File: src/rtl/core/worker_queue_with_liveness_top_defines.svh
// ----------------------------------------------------------------------------
// Worker queue assertion macros
// Concurrent assertion wrappers; they expand to nothing in synthesis builds.
// ----------------------------------------------------------------------------
`ifndef WORKER_QUEUE_WITH_LIVENESS_TOP_DEFINES_SVH
`define WORKER_QUEUE_WITH_LIVENESS_TOP_DEFINES_SVH
`ifndef SYNTHESIS
// cond must hold at every clock edge outside reset
`define WQL_ASSERT_ALWAYS(name, clk, rst, cond) \
   name: assert property (@(posedge clk) disable iff (rst) (cond)) \
      else $error("worker queue assertion failed");
// post must hold in the cycle after pre
`define WQL_ASSERT_NEXT(name, clk, rst, pre, post) \
   name: assert property (@(posedge clk) disable iff (rst) (pre) |=> (post)) \
      else $error("worker queue assertion failed");
`else
`define WQL_ASSERT_ALWAYS(name, clk, rst, cond)
`define WQL_ASSERT_NEXT(name, clk, rst, pre, post)
`endif
`endif

File: src/rtl/core/wql_pkg.sv
// ----------------------------------------------------------------------------
// Worker queue package
// Sizes, codes and payload types shared by the worker queue modules.
// ----------------------------------------------------------------------------
`timescale 1ns / 1ps
`default_nettype none

package wql_pkg;

   localparam int QUEUE_DEPTH = 16;
   localparam int IDX_W       = (QUEUE_DEPTH > 1) ? $clog2(QUEUE_DEPTH) : 1;
   localparam int CNT_W       = $clog2(QUEUE_DEPTH + 1);

   localparam int ID_W      = 16;
   localparam int TIME_W    = 32;
   localparam int OP_W      = 3;
   localparam int KIND_W    = 3;
   localparam int QCOUNT_W  = 5;
   localparam int INTV_W    = 16;
   localparam int LIVE_W    = 4;
   localparam int LIMIT_W   = INTV_W + LIVE_W;
   localparam int CSR_IDX_W = 1;

   localparam logic [INTV_W-1:0] INTERVAL_RESET = 16'd1000;
   localparam logic [LIVE_W-1:0] LIVENESS_RESET = 4'd3;

   // register indexes
   localparam logic [CSR_IDX_W-1:0] CSR_HB_INTERVAL = 1'd0;
   localparam logic [CSR_IDX_W-1:0] CSR_LIVENESS    = 1'd1;

   // input opcodes
   localparam logic [OP_W-1:0] OP_READY     = 3'd0;
   localparam logic [OP_W-1:0] OP_HEARTBEAT = 3'd1;
   localparam logic [OP_W-1:0] OP_REPLY     = 3'd2;
   localparam logic [OP_W-1:0] OP_REQUEST   = 3'd3;
   localparam logic [OP_W-1:0] OP_TICK      = 3'd4;

   // result kinds
   localparam logic [KIND_W-1:0] KIND_DONE      = 3'd0;
   localparam logic [KIND_W-1:0] KIND_FORWARD   = 3'd1;
   localparam logic [KIND_W-1:0] KIND_ROUTE     = 3'd2;
   localparam logic [KIND_W-1:0] KIND_NO_WORKER = 3'd3;
   localparam logic [KIND_W-1:0] KIND_UNKNOWN   = 3'd4;
   localparam logic [KIND_W-1:0] KIND_HEARTBEAT = 3'd5;
   localparam logic [KIND_W-1:0] KIND_EXPIRED   = 3'd6;
   localparam logic [KIND_W-1:0] KIND_FULL      = 3'd7;

   typedef struct packed {
      logic [OP_W-1:0] opcode;
      logic [ID_W-1:0] worker_id;
   } req_payload_type;

   typedef struct packed {
      logic [KIND_W-1:0]   kind;
      logic [ID_W-1:0]     target_id;
      logic [QCOUNT_W-1:0] queue_count;
      logic                last;
   } rsp_payload_type;

   // one queue slot
   typedef struct packed {
      logic [ID_W-1:0]   id;
      logic [TIME_W-1:0] stamp;
   } entry_type;

   // write command into the queue store
   typedef struct packed {
      logic              id_en;
      logic              stamp_en;
      logic [IDX_W-1:0]  addr;
      logic [ID_W-1:0]   id;
      logic [TIME_W-1:0] stamp;
   } store_wr_type;

endpackage

`default_nettype wire

File: src/rtl/core/wql_store.sv
// ----------------------------------------------------------------------------
// Worker queue store
// Register file of worker ids and stamps, one write port and one read port.
// ----------------------------------------------------------------------------
`timescale 1ns / 1ps
`default_nettype none

module wql_store (
   input  wire logic                      clock,
   input  wire wql_pkg::store_wr_type     wr,
   input  wire logic [wql_pkg::IDX_W-1:0] rd_addr,
   output wql_pkg::entry_type             rd_entry
);
   import wql_pkg::*;

   logic [ID_W-1:0]   id_mem    [QUEUE_DEPTH];
   logic [TIME_W-1:0] stamp_mem [QUEUE_DEPTH];

   always_ff @(posedge clock) begin
      if (wr.id_en) begin
         id_mem[wr.addr] <= wr.id;
      end
      if (wr.stamp_en) begin
         stamp_mem[wr.addr] <= wr.stamp;
      end
   end

   assign rd_entry.id    = id_mem[rd_addr];
   assign rd_entry.stamp = stamp_mem[rd_addr];

endmodule

`default_nettype wire

File: src/rtl/core/worker_queue_with_liveness_top.sv
// ----------------------------------------------------------------------------
// Worker queue with liveness
// Ordered idle-worker queue with last-seen stamps, heartbeat rounds and expiry.
// ----------------------------------------------------------------------------
// req_* carries one message (opcode, worker_id) per transfer; rsp_* returns one
// or more results per message, the final one flagged by last. csr_* writes the
// heartbeat interval (index 0) and liveness count (index 1); the user must
// write them only while idle, as the block does not enforce it. One message
// at a time: req_ready is high only between messages. A sequencer walks the
// queue one entry per cycle through the store's read port, unless a stalled
// output holds it. A ready, heartbeat or reply searches the queue, a request
// pops its head, and a tick runs a heartbeat round when due, then an expiry
// pass closing the gap behind each expired worker. Results trail by one step
// so that last can be marked; the final result is offered as req_ready returns.
// Reset empties the queue, clears time and the heartbeat mark, and loads
// interval 1000 and liveness 3; no clearing pass is needed.
// A stalled receiver holds the output register; the sequencer stops at its
// next result and nothing is lost or reordered.
// ----------------------------------------------------------------------------
`timescale 1ns / 1ps
`default_nettype none
`include "worker_queue_with_liveness_top_defines.svh"

module worker_queue_with_liveness_top (
   input  wire logic                          clock,
   input  wire logic                          reset,
   input  wire logic                          req_valid,
   output logic                               req_ready,
   input  wire wql_pkg::req_payload_type      req_payload,
   output logic                               rsp_valid,
   input  wire logic                          rsp_ready,
   output wql_pkg::rsp_payload_type           rsp_payload,
   input  wire logic                          csr_we,
   input  wire logic [wql_pkg::CSR_IDX_W-1:0] csr_index,
   input  wire logic [wql_pkg::INTV_W-1:0]    csr_wdata
);
   import wql_pkg::*;

   typedef enum logic [2:0] {
      ST_IDLE,
      ST_FIND,
      ST_SHIFT,
      ST_APPEND,
      ST_EMIT_FULL,
      ST_HB,
      ST_EXPIRE,
      ST_FINISH
   } state_type;

   state_type            state_ff, state_in, ret_ff, ret_in;
   logic [OP_W-1:0]      op_ff, op_in;
   logic [ID_W-1:0]      id_ff, id_in;
   logic [CNT_W-1:0]     scan_ff, scan_in;
   logic [CNT_W-1:0]     shift_ff, shift_in;
   logic [CNT_W-1:0]     occ_ff, occ_in;
   logic [TIME_W-1:0]    time_ff, time_in;
   logic [TIME_W-1:0]    last_hb_ff, last_hb_in;
   logic [LIMIT_W-1:0]   limit_ff, limit_in;
   logic [INTV_W-1:0]    interval_ff, interval_in;
   logic [LIVE_W-1:0]    liveness_ff, liveness_in;
   logic                 pend_valid_ff, pend_valid_in;
   rsp_payload_type      pend_ff, pend_in;
   logic                 rsp_valid_ff, rsp_valid_in;
   rsp_payload_type      rsp_ff, rsp_in;

   store_wr_type         wr;
   logic [IDX_W-1:0]     rd_addr;
   entry_type            rd;

   logic                 out_free;
   logic                 emit_ok;
   logic                 emit_en;
   rsp_payload_type      emit_item;
   logic                 flush_en;
   logic [CNT_W-1:0]     scan_next;
   logic [CNT_W-1:0]     shift_next;
   logic [CNT_W-1:0]     occ_dec;
   logic [TIME_W-1:0]    time_next;
   logic [TIME_W-1:0]    age;
   logic                 queue_full;
   logic                 scan_end;

   function automatic rsp_payload_type make_item(input logic [KIND_W-1:0] kind,
                                                 input logic [ID_W-1:0]   id,
                                                 input logic [CNT_W-1:0]  count);
      rsp_payload_type item;
      item.kind        = kind;
      item.target_id   = id;
      item.queue_count = QCOUNT_W'(count);
      item.last        = 1'b0;
      return item;
   endfunction

   wql_store u_store (
      .clock    (clock),
      .wr       (wr),
      .rd_addr  (rd_addr),
      .rd_entry (rd)
   );

   assign out_free   = !rsp_valid_ff || rsp_ready;
   assign emit_ok    = !pend_valid_ff || out_free;
   assign scan_next  = scan_ff + CNT_W'(1);
   assign shift_next = shift_ff + CNT_W'(1);
   assign occ_dec    = occ_ff - CNT_W'(1);
   assign time_next  = time_ff + TIME_W'(1);
   assign age        = time_ff - rd.stamp;
   assign queue_full = (occ_ff == CNT_W'(QUEUE_DEPTH));
   assign scan_end   = (scan_ff == occ_ff);

   assign req_ready   = (state_ff == ST_IDLE);
   assign rsp_valid   = rsp_valid_ff;
   assign rsp_payload = rsp_ff;

   always_comb begin
      state_in      = state_ff;
      ret_in        = ret_ff;
      op_in         = op_ff;
      id_in         = id_ff;
      scan_in       = scan_ff;
      shift_in      = shift_ff;
      occ_in        = occ_ff;
      time_in       = time_ff;
      last_hb_in    = last_hb_ff;
      limit_in      = limit_ff;
      interval_in   = interval_ff;
      liveness_in   = liveness_ff;
      emit_en       = 1'b0;
      emit_item     = make_item(KIND_DONE, '0, occ_ff);
      flush_en      = 1'b0;
      wr            = '0;
      rd_addr       = scan_ff[IDX_W-1:0];

      unique case (state_ff)
         ST_IDLE: begin
            rd_addr = '0;
            if (req_valid) begin
               op_in   = req_payload.opcode;
               id_in   = req_payload.worker_id;
               scan_in = '0;
               unique case (req_payload.opcode) inside
                  OP_READY, OP_HEARTBEAT, OP_REPLY: begin
                     state_in = ST_FIND;
                  end
                  OP_REQUEST: begin
                     if (occ_ff != '0) begin
                        // pop the head: report it, then close the gap
                        emit_en   = 1'b1;
                        emit_item = make_item(KIND_ROUTE, rd.id, occ_dec);
                        shift_in  = '0;
                        ret_in    = ST_FINISH;
                        state_in  = ST_SHIFT;
                     end else begin
                        emit_en   = 1'b1;
                        emit_item = make_item(KIND_NO_WORKER, '0, occ_ff);
                        state_in  = ST_FINISH;
                     end
                  end
                  OP_TICK: begin
                     time_in  = time_next;
                     limit_in = LIMIT_W'(liveness_ff) * LIMIT_W'(interval_ff);
                     if ((time_next - last_hb_ff) > TIME_W'(interval_ff)) begin
                        last_hb_in = time_next;
                        state_in   = ST_HB;
                     end else begin
                        state_in = ST_EXPIRE;
                     end
                  end
                  default: begin
                     emit_en   = 1'b1;
                     emit_item = make_item(KIND_DONE, '0, occ_ff);
                     state_in  = ST_FINISH;
                  end
               endcase
            end
         end

         ST_FIND: begin
            if (scan_end) begin
               unique case (op_ff)
                  OP_READY: begin
                     if (queue_full) begin
                        emit_en   = 1'b1;
                        emit_item = make_item(KIND_FULL, id_ff, occ_ff);
                        state_in  = ST_FINISH;
                     end else begin
                        state_in = ST_APPEND;
                     end
                  end
                  OP_HEARTBEAT: begin
                     emit_en   = 1'b1;
                     emit_item = make_item(KIND_UNKNOWN, id_ff, occ_ff);
                     state_in  = ST_FINISH;
                  end
                  default: begin
                     emit_en   = 1'b1;
                     emit_item = make_item(KIND_FORWARD, id_ff, occ_ff);
                     state_in  = queue_full ? ST_EMIT_FULL : ST_APPEND;
                  end
               endcase
            end else if (rd.id == id_ff) begin
               unique case (op_ff)
                  OP_READY: begin
                     // remove, then append with a fresh stamp
                     shift_in = scan_ff;
                     ret_in   = ST_APPEND;
                     state_in = ST_SHIFT;
                  end
                  OP_HEARTBEAT: begin
                     wr.stamp_en = 1'b1;
                     wr.addr     = scan_ff[IDX_W-1:0];
                     wr.stamp    = time_ff;
                     emit_en     = 1'b1;
                     emit_item   = make_item(KIND_DONE, id_ff, occ_ff);
                     state_in    = ST_FINISH;
                  end
                  default: begin
                     emit_en   = 1'b1;
                     emit_item = make_item(KIND_FORWARD, id_ff, occ_ff);
                     state_in  = ST_FINISH;
                  end
               endcase
            end else begin
               scan_in = scan_next;
            end
         end

         ST_SHIFT: begin
            rd_addr = shift_next[IDX_W-1:0];
            if (shift_next < occ_ff) begin
               wr.id_en    = 1'b1;
               wr.stamp_en = 1'b1;
               wr.addr     = shift_ff[IDX_W-1:0];
               wr.id       = rd.id;
               wr.stamp    = rd.stamp;
               shift_in    = shift_next;
            end else begin
               occ_in   = occ_dec;
               state_in = ret_ff;
            end
         end

         ST_APPEND: begin
            wr.id_en    = 1'b1;
            wr.stamp_en = 1'b1;
            wr.addr     = occ_ff[IDX_W-1:0];
            wr.id       = id_ff;
            wr.stamp    = time_ff;
            occ_in      = occ_ff + CNT_W'(1);
            if (op_ff == OP_READY) begin
               emit_en   = 1'b1;
               emit_item = make_item(KIND_DONE, id_ff, occ_ff + CNT_W'(1));
            end
            state_in = ST_FINISH;
         end

         ST_EMIT_FULL: begin
            if (emit_ok) begin
               emit_en   = 1'b1;
               emit_item = make_item(KIND_FULL, id_ff, occ_ff);
               state_in  = ST_FINISH;
            end
         end

         ST_HB: begin
            if (scan_end) begin
               scan_in  = '0;
               state_in = ST_EXPIRE;
            end else if (emit_ok) begin
               emit_en   = 1'b1;
               emit_item = make_item(KIND_HEARTBEAT, rd.id, occ_ff);
               scan_in   = scan_next;
            end
         end

         ST_EXPIRE: begin
            if (scan_end) begin
               // quiet tick still answers once
               if (!pend_valid_ff) begin
                  emit_en   = 1'b1;
                  emit_item = make_item(KIND_DONE, '0, occ_ff);
               end
               state_in = ST_FINISH;
            end else if (age > TIME_W'(limit_ff)) begin
               if (emit_ok) begin
                  emit_en   = 1'b1;
                  emit_item = make_item(KIND_EXPIRED, rd.id, occ_dec);
                  shift_in  = scan_ff;
                  ret_in    = ST_EXPIRE;
                  state_in  = ST_SHIFT;
               end
            end else begin
               scan_in = scan_next;
            end
         end

         ST_FINISH: begin
            if (out_free) begin
               flush_en = 1'b1;
               state_in = ST_IDLE;
            end
         end

         default: begin
            state_in = ST_IDLE;
         end
      endcase

      // config writes must arrive only while idle; the block does not enforce it
      if (csr_we) begin
         unique case (csr_index)
            CSR_HB_INTERVAL: interval_in = csr_wdata;
            CSR_LIVENESS:    liveness_in = csr_wdata[LIVE_W-1:0];
            default:         interval_in = interval_ff;
         endcase
      end
   end

   // one result is held back so that last can be set on the final one
   always_comb begin
      rsp_valid_in  = rsp_valid_ff && !rsp_ready;
      rsp_in        = rsp_ff;
      pend_valid_in = pend_valid_ff;
      pend_in       = pend_ff;
      if (emit_en) begin
         if (pend_valid_ff) begin
            rsp_in       = pend_ff;
            rsp_valid_in = 1'b1;
         end
         pend_in       = emit_item;
         pend_valid_in = 1'b1;
      end else if (flush_en) begin
         rsp_in        = pend_ff;
         rsp_in.last   = 1'b1;
         rsp_valid_in  = 1'b1;
         pend_valid_in = 1'b0;
      end
   end

   always_ff @(posedge clock) begin
      ret_ff   <= ret_in;
      op_ff    <= op_in;
      id_ff    <= id_in;
      scan_ff  <= scan_in;
      shift_ff <= shift_in;
      limit_ff <= limit_in;
      pend_ff  <= pend_in;
      rsp_ff   <= rsp_in;
      if (reset) begin
         state_ff      <= ST_IDLE;
         occ_ff        <= '0;
         time_ff       <= '0;
         last_hb_ff    <= '0;
         interval_ff   <= INTERVAL_RESET;
         liveness_ff   <= LIVENESS_RESET;
         pend_valid_ff <= 1'b0;
         rsp_valid_ff  <= 1'b0;
      end else begin
         state_ff      <= state_in;
         occ_ff        <= occ_in;
         time_ff       <= time_in;
         last_hb_ff    <= last_hb_in;
         interval_ff   <= interval_in;
         liveness_ff   <= liveness_in;
         pend_valid_ff <= pend_valid_in;
         rsp_valid_ff  <= rsp_valid_in;
      end
   end

   `WQL_ASSERT_ALWAYS(a_occ_bound, clock, reset, occ_ff <= CNT_W'(QUEUE_DEPTH))
   `WQL_ASSERT_ALWAYS(a_idle_no_pend, clock, reset, (state_ff != ST_IDLE) || !pend_valid_ff)
   `WQL_ASSERT_ALWAYS(a_shift_range, clock, reset, (state_ff != ST_SHIFT) || (shift_ff < occ_ff))
   `WQL_ASSERT_NEXT(a_busy_after_accept, clock, reset, req_valid && req_ready, !req_ready)

endmodule

`default_nettype wire

File: config.mk
export PLATFORM = sky130hd
export DESIGN_NAME = worker_queue_with_liveness_top
export DESIGN_NICKNAME = d
export VERILOG_FILES = /design/src/rtl/core/wql_pkg.sv /design/src/rtl/core/wql_store.sv /design/src/rtl/core/worker_queue_with_liveness_top.sv
export VERILOG_INCLUDE_DIRS = /design/src /design/src/rtl/core
export SDC_FILE = /design/constraint.sdc
export NUM_CORES = 2
export LEC_CHECK = 0
export BUFFER_PORTS_ARGS = -buffer_cell sky130_fd_sc_hd__buf_2
export CORE_UTILIZATION = 25
export DETAILED_ROUTE_END_ITERATION = 6
export HOLD_SLACK_MARGIN = 0.02
export SKIP_CTS_REPAIR_TIMING = 1
export SYNTH_ARGS = -nofsm -noshare
export SYNTH_HDL_FRONTEND = slang
export SYNTH_SLANG_ARGS = --single-unit
File: constraint.sdc
create_clock -name clock -period 11.05 [get_ports clock]
set_input_delay 2.21 -clock clock [delete_from_list [all_inputs] [get_ports clock]]
set_output_delay 2.21 -clock clock [all_outputs]
set_load 0.005 [all_outputs]
Word level (Yosys, flattened, before mapping)
Memories as Yosys holds them, arrays and structs flattened.
Cells that the tools add are included.
{"block": "totals", "regBits": 196, "ramBits": 768, "out_inout_bits": 27, "elab_cells": 205, "mem_count": 2}
{"memory": "u_store.stamp_mem", "depth": 16, "width": 32, "read_ports": 1, "rd_clocked_by_memory_dff": 0, "write_ports": 1, "line": "wql_store.sv:17", "text": "logic [TIME_W-1:0] stamp_mem [QUEUE_DEPTH];"}
{"memory": "u_store.id_mem", "depth": 16, "width": 16, "read_ports": 1, "rd_clocked_by_memory_dff": 0, "write_ports": 1, "line": "wql_store.sv:16", "text": "logic [ID_W-1:0] id_mem [QUEUE_DEPTH];"}
{"block": "classes", "addsub": 7, "multipliers": 1, "magnitude_cmp": 3, "eq_ne": 36, "n_mux": 105, "bitwise_logic": 1, "reduce_logical": 28}
{"operator": "$mux W25", "n": 11}
{"operator": "$pmux W25 S6", "n": 1}
{"operator": "$mux W5", "n": 21}
{"operator": "$mux W32", "n": 3}
{"operator": "$pmux W32 S3", "n": 1}
{"operator": "$mux W3", "n": 23}
{"operator": "$sub A32 B32 Y32", "n": 2}
{"operator": "$mux W54", "n": 1}
{"operator": "$pmux W25 S2", "n": 1}
{"operator": "$mux W24", "n": 2}
{"operator": "$mux W23", "n": 2}
{"operator": "$pmux W23 S2", "n": 1}
{"operator": "$pmux W5 S4", "n": 2}
{"operator": "$add A32 B1 Y32 const B", "n": 1}
{"operator": "$gt A32 B16 Y1", "n": 1}
{"operator": "$gt A32 B20 Y1", "n": 1}
{"operator": "$pmux W16 S2", "n": 1}
{"operator": "$ne A2 B2 Y1 const B", "n": 15}
{"operator": "$mux W1", "n": 24}
{"operator": "$pmux W3 S8", "n": 1}
{"operator": "$mux W22", "n": 1}
{"operator": "$mul A4 B16 Y20", "n": 1}
{"operator": "$pmux W3 S3", "n": 2}
{"operator": "$eq A16 B16 Y1", "n": 1}
{"operator": "35 further kinds", "n": 61}

Longest topological paths before layout
An unclocked memory read counts as a cell.
{"block": "logic_depth", "depth_word": 10, "mapped_depth": 41}

Hierarchy
Synthesis repeated with hierarchy kept, for this count alone.
{"block": "unflattened", "hier_cells": 3106, "area_unflattened_um2": 44701.6}
{"module": "wql_store", "n_inst": 1, "cells_per_inst": 1219, "area_each_um2": 28833.9, "seq_area_each_um2": 23062.1}
{"module": "worker_queue_with_liveness_top", "n_inst": 1, "cells_per_inst": 1887, "area_each_um2": 15867.7, "seq_area_each_um2": 4884.7}

Worst setup path before layout
Ideal clock, no wire load.
{"block": "synth_timing", "path_type": "register to register", "from": "register shift_ff[0]", "to": "register rsp_ff, in the netlist rsp_payload[0] (enable)", "setup_ps": 358, "t_arrival_ps": 8668, "path_slack_ps": 2023, "path_stages_with_launch": 40, "n_path_buf": 6, "period_less_slack_ps": 9027, "path_cell_list": "edfxtp_1 ha_1 nor4bb_1 nor2_1 clkbuf_1 buf_2 clkbuf_1 clkbuf_1 clkbuf_1 clkbuf_1 nand2_1 nand3_1 a21oi_1 o21ai_0 o31ai_1 ha_1 a21oi_1 a21boi_0 (+4 left out) a21o_1 a21oi_1 o21bai_1 a21oi_1 xnor2_1 ha_1 and3_1 a21oi_1 nand3_1 o31a_1 a2111o_1 a2111oi_0 nand4_1 nor4_2 nor3_1 nor4b_4 inv_2 a21o_1"}
{"block": "synth_between", "elab_chain_cells": 10}
{"element": "start: declaration", "line": "worker_queue_with_liveness_top.sv:54", "text": "logic [CNT_W-1:0] shift_ff, shift_in;"}
{"element": "start signal: assignment", "line": "worker_queue_with_liveness_top.sv:345", "text": "shift_ff <= shift_in;"}
{"element": "$add A5 B1 Y5 *", "line": "worker_queue_with_liveness_top.sv:104", "text": "assign shift_next = shift_ff + CNT_W'(1);"}
{"element": "$pmux W4 S2 *", "line": "worker_queue_with_liveness_top.sv:134", "text": "unique case (state_ff)"}
{"element": "$mem_v2 Z16 W32"}
{"element": "$sub A32 B32 Y32", "line": "worker_queue_with_liveness_top.sv:107", "text": "assign age = time_ff - rd.stamp;"}
{"element": "$gt A32 B20 Y1", "line": "worker_queue_with_liveness_top.sv:284", "text": "end else if (age > TIME_W'(limit_ff)) begin"}
{"element": "$mux W1", "line": "worker_queue_with_liveness_top.sv:284"}
{"element": "$mux W1", "line": "worker_queue_with_liveness_top.sv:277", "text": "if (scan_end) begin"}
{"element": "$pmux W1 S6 *", "line": "worker_queue_with_liveness_top.sv:134"}
{"element": "named net emit_en", "line": "worker_queue_with_liveness_top.sv:72", "text": "logic emit_en;"}
{"element": "$ne A2 B2 Y1 (no source line) / $reduce_bool A2 Y1 (equally long branches)"}
{"element": "$reduce_and A2 Y1 (no source line) *"}
{"element": "end signal: assignment", "line": "worker_queue_with_liveness_top.sv:348", "text": "rsp_ff <= rsp_in;"}
{"element": "end: declaration", "line": "worker_queue_with_liveness_top.sv:64", "text": "rsp_payload_type rsp_ff, rsp_in;"}
The timed path passes the listed nets; every way through them passes the cells marked *.
A chain may end at the register's enable or synchronous reset.

==> flow_summary_export.csv <==
group,metric,value,unit
routing,route.vias.total,33154,
final_layout,final_cells,6699,
critical_path,criticalPathCategory,"flop to flop",
clock_tree,cts_max_level,3,
sta,min_period_over_period,0.851,
routing,route.detailed.drc,0,
clock_tree,clk_latency,0.72,ns
sta,fmax,106,MHz
final_layout,post-route-util,0.287,
power,irDropWorstVdd,0.238,mV
synthesis,synthCells,4145,
sta,worstMarginPinSlew,1.47,ns
synthesis,ys_top_cells_by_area,"edfxtp_1 56%, nand2_1 6.5%, dfxtp_1 4.0%",
die,core_area,0.186,mm²
synthesis,synth_top_area_share,0.557,
die,initial_core_util,0.252,
routing,wl_per_cell,19.6,µm
worst_hold_path,hold_class,"flop to flop",
worst_hold_path,hold_depth,0,
critical_path,cpMostUsedCell,"a21oi_1",
placed_design,place_area,0.0501,mm²
die,dieArea,0.189,mm²
critical_path,critPathCaptureType,"flop",
sta,worst_slack,1.65,ns
synthesis,synth_mux_area_frac,0.0147,
synthesis,yosysSeqAreaShare,0.597,
synthesis,synth_warnings,0,
sta,period_needed,9.40,ns
clock_tree,clk_pin_slew,0.06,ns
final_layout,antenna_cells,0,
placed_design,pre_cts_ws,1.80,ns
run,maxCapViolCount,0,
die,ioPinCount,68,
placed_design,gp_congestion,0.852,
global_routing,grt_overflow,0,
critical_path,critical_path.max_stage_delay,0.85,ns
critical_path,cp-startpoint,"shift_ff[0]",
critical_path,crit_fanout,118,
placed_design,io_buffers,67,
global_routing,grt_max_degree,119,
critical_path,reg2reg_from,"shift_ff[0]",
clock_tree,cts-buffers-inserted,96,
final_layout,final_common_cell,"edfxtp_1",
critical_path,rr_worst_depth,33,
clock_tree,clock-sinks,962,
synthesis,syn_area,0.0468,mm²
global_routing,antenna_found_initial,3,
clock_tree,clockBufferDepth,3,
sta,finClkSkew,0.0410,ns
synthesis,synthAdderAreaFrac,0.0481,
critical_path,start_kind,"flop",
synthesis,synth_compound_area_frac,0.128,
placed_design,hpwl,80000,µm
synthesis,synth_xor_area_frac,0.0245,
final_layout,area_growth,13.7,%
worst_hold_path,min_from,"pend_ff[10]",
synthesis,synth-simple-area-share,0.153,
die,die_x,435,µm
sta,maxSlewHeadroom,0.0225,
synthesis,synth.distinct_cells,95,
synthesis,ys_async_sr_fraction,0,
critical_path,critPathSlowestCell,"a41oi_2",
final_layout,stdcell_area,0.0532,mm²
sta,fin_setup_tns,0,ns
final_layout,drive_gt1_frac,0.0939,
routing,drt_iter0_markers,2931,
clock_tree,cts-root-buf,"clkbuf_16",
placed_design,placed_cells,6525,
critical_path,critPathArrivalTime,9.79,ns
final_layout,final-seq-area,0.0279,mm²
clock_tree,cts_tree,"built",
sta,setup_violations,0,
die,rows,158,
synthesis,synth_area_per_cell,11.3,µm²
global_routing,grt_pass1_vias,31661,
global_routing,grt_first_pass_wirelength,198000,µm
routing,avgViaCountPerCell,4.95,
final_layout,fin_nets,4345,
global_routing,grt_usage,0.134,
outcome,status,"completed",
sta,finalHoldViolations,0,
final_layout,num-fill-cells,18928,
synthesis,synth_top_family_by_area,"simple AND/OR/NAND/NOR gates",
sta,rsz0062_at_grt,"false",
final_layout,multiInputGateArea,0.0175,mm²
die,die_h,435,µm
synthesis,synthFlopType,"edfxtp_1",
synthesis,synth_nets,4347,
routing,dr.pass1.iters,5,
routing,finalWirelength,131000,µm
final_layout,most-common-layout-cells,"868 x edfxtp_1, 807 x nand2_1, 200 x a21oi_1",
power,leakage,19.0,nW
sta,slew_viol_final,0,
power,power_density,275,mW/mm²
synthesis,synth_edf_count,868,
critical_path,timing.critical_path.required,11.44,ns
synthesis,ys_ff_latch,962,
routing,antenna_left,0,
synthesis,yosysTopAreaCell,"edfxtp_1",
==> report_power, final <==
group	leakage (nW)	switching [mW]	internal, mW	total, mW
Combinational	8.72	4.53	2.15	6.68
Sequential	8.75	0.164	4.55	4.71
Clock	1.49	1.45	1.79	3.24
Total	19.0	6.15	8.49	14.6
==> layout make-up <==
| cell class | count | share of cell area |
|---|---|---|
| Inverter | 148 | 0.0104 |
| Multi-Input combinational cell | 2783 | 0.328 |
| Clock inverter | 63 | 0.0114 |
| Timing Repair Buffer | 152 | 0.0195 |
| Sequential cell | 962 | 0.525 |
| Clock buffer | 111 | 0.0473 |
| Tap cell | 2480 | 0.0583 |
==> kinds of logic (layout without fill, tap and decap cells) <==
family	Yosys count	count (layout)
xor+xnor	131	131
flops	962	962
fa+ha+maj	162	162
buf+inv	400	474
mux	54	54
simple gates	1566	1566
compound gates	870	870
==> critical path: cells and delay by family (launching register included) <==
| kind | cells | cell delay, ns |
|---|---|---|
| AOI/OAI and AO/OA | 17 | 4.54 |
| xor gates and xnor gates | 1 | 0.16 |
| adders and majority gates | 3 | 1.04 |
| buffers and inverters | 2 | 0.42 |
| DFF | 1 | 0.47 |
| and+or+nand+nor | 10 | 2.30 |
==> metrics by stage <==
stage	hold slack, ns	power (mW)
3_5_place_dp	0.405	11.4
5_1_grt	0.426	15.5
3_3_place_gp	0.407	11.3
6_report	0.412	14.6
4_1_cts	0.413	14.6
2_1_floorplan	0.400	9.31
==> sequential cells by signal, indices dropped and copies added (netlist names), 2 cells and up <==
register           flops
u_store.stamp_mem    512
u_store.id_mem       256
last_hb_ff            32
time_ff               32
rsp_payload           25
pend_ff               24
limit_ff              20
id_ff                 16
interval_ff           16
occ_ff                 5
scan_ff                5
shift_ff               5
liveness_ff            4
op_ff                  3
state_ff               3
ret_ff                 2
==> routing by layer <==
metal,GRT usage,vias to the layer above,share of wire
met5,0,-,0.000099
met4,0.0316,2,0.022
met3,0.0193,187,0.059
met2,0.217,1103,0.47
met1,0.186,16510,0.45
li1,-,15352,-
==> Yosys cell counts (all sizes together) (24+ instances only) <==
cell type and n:
ha 131, nor2 197, a21o 32, inv 143, a311oi 78, nor3 48
a31oi 28, dfxtp 94, a21oi 200, nand4 30, mux2i 27, o21a 24
a211oi 80, nand3 196, xor2 62, o22ai 45, fa 30, o2bb2ai 31
and3 124, nand2 811, xnor2 69, clkbuf 187, o31ai 40, buf 65
o21ai 129, and2 37, edfxtp 868
==> path summary, 6_finish.rpt <==
kind / end / slack (ns)
max: pend_ff[12] / 1.65
max reg2reg: pend_ff[12] / 1.65
min reg2reg: rsp_payload[10] / 0.41
min: rsp_payload[10] / 0.41
(Power assumes the default switching activity.)
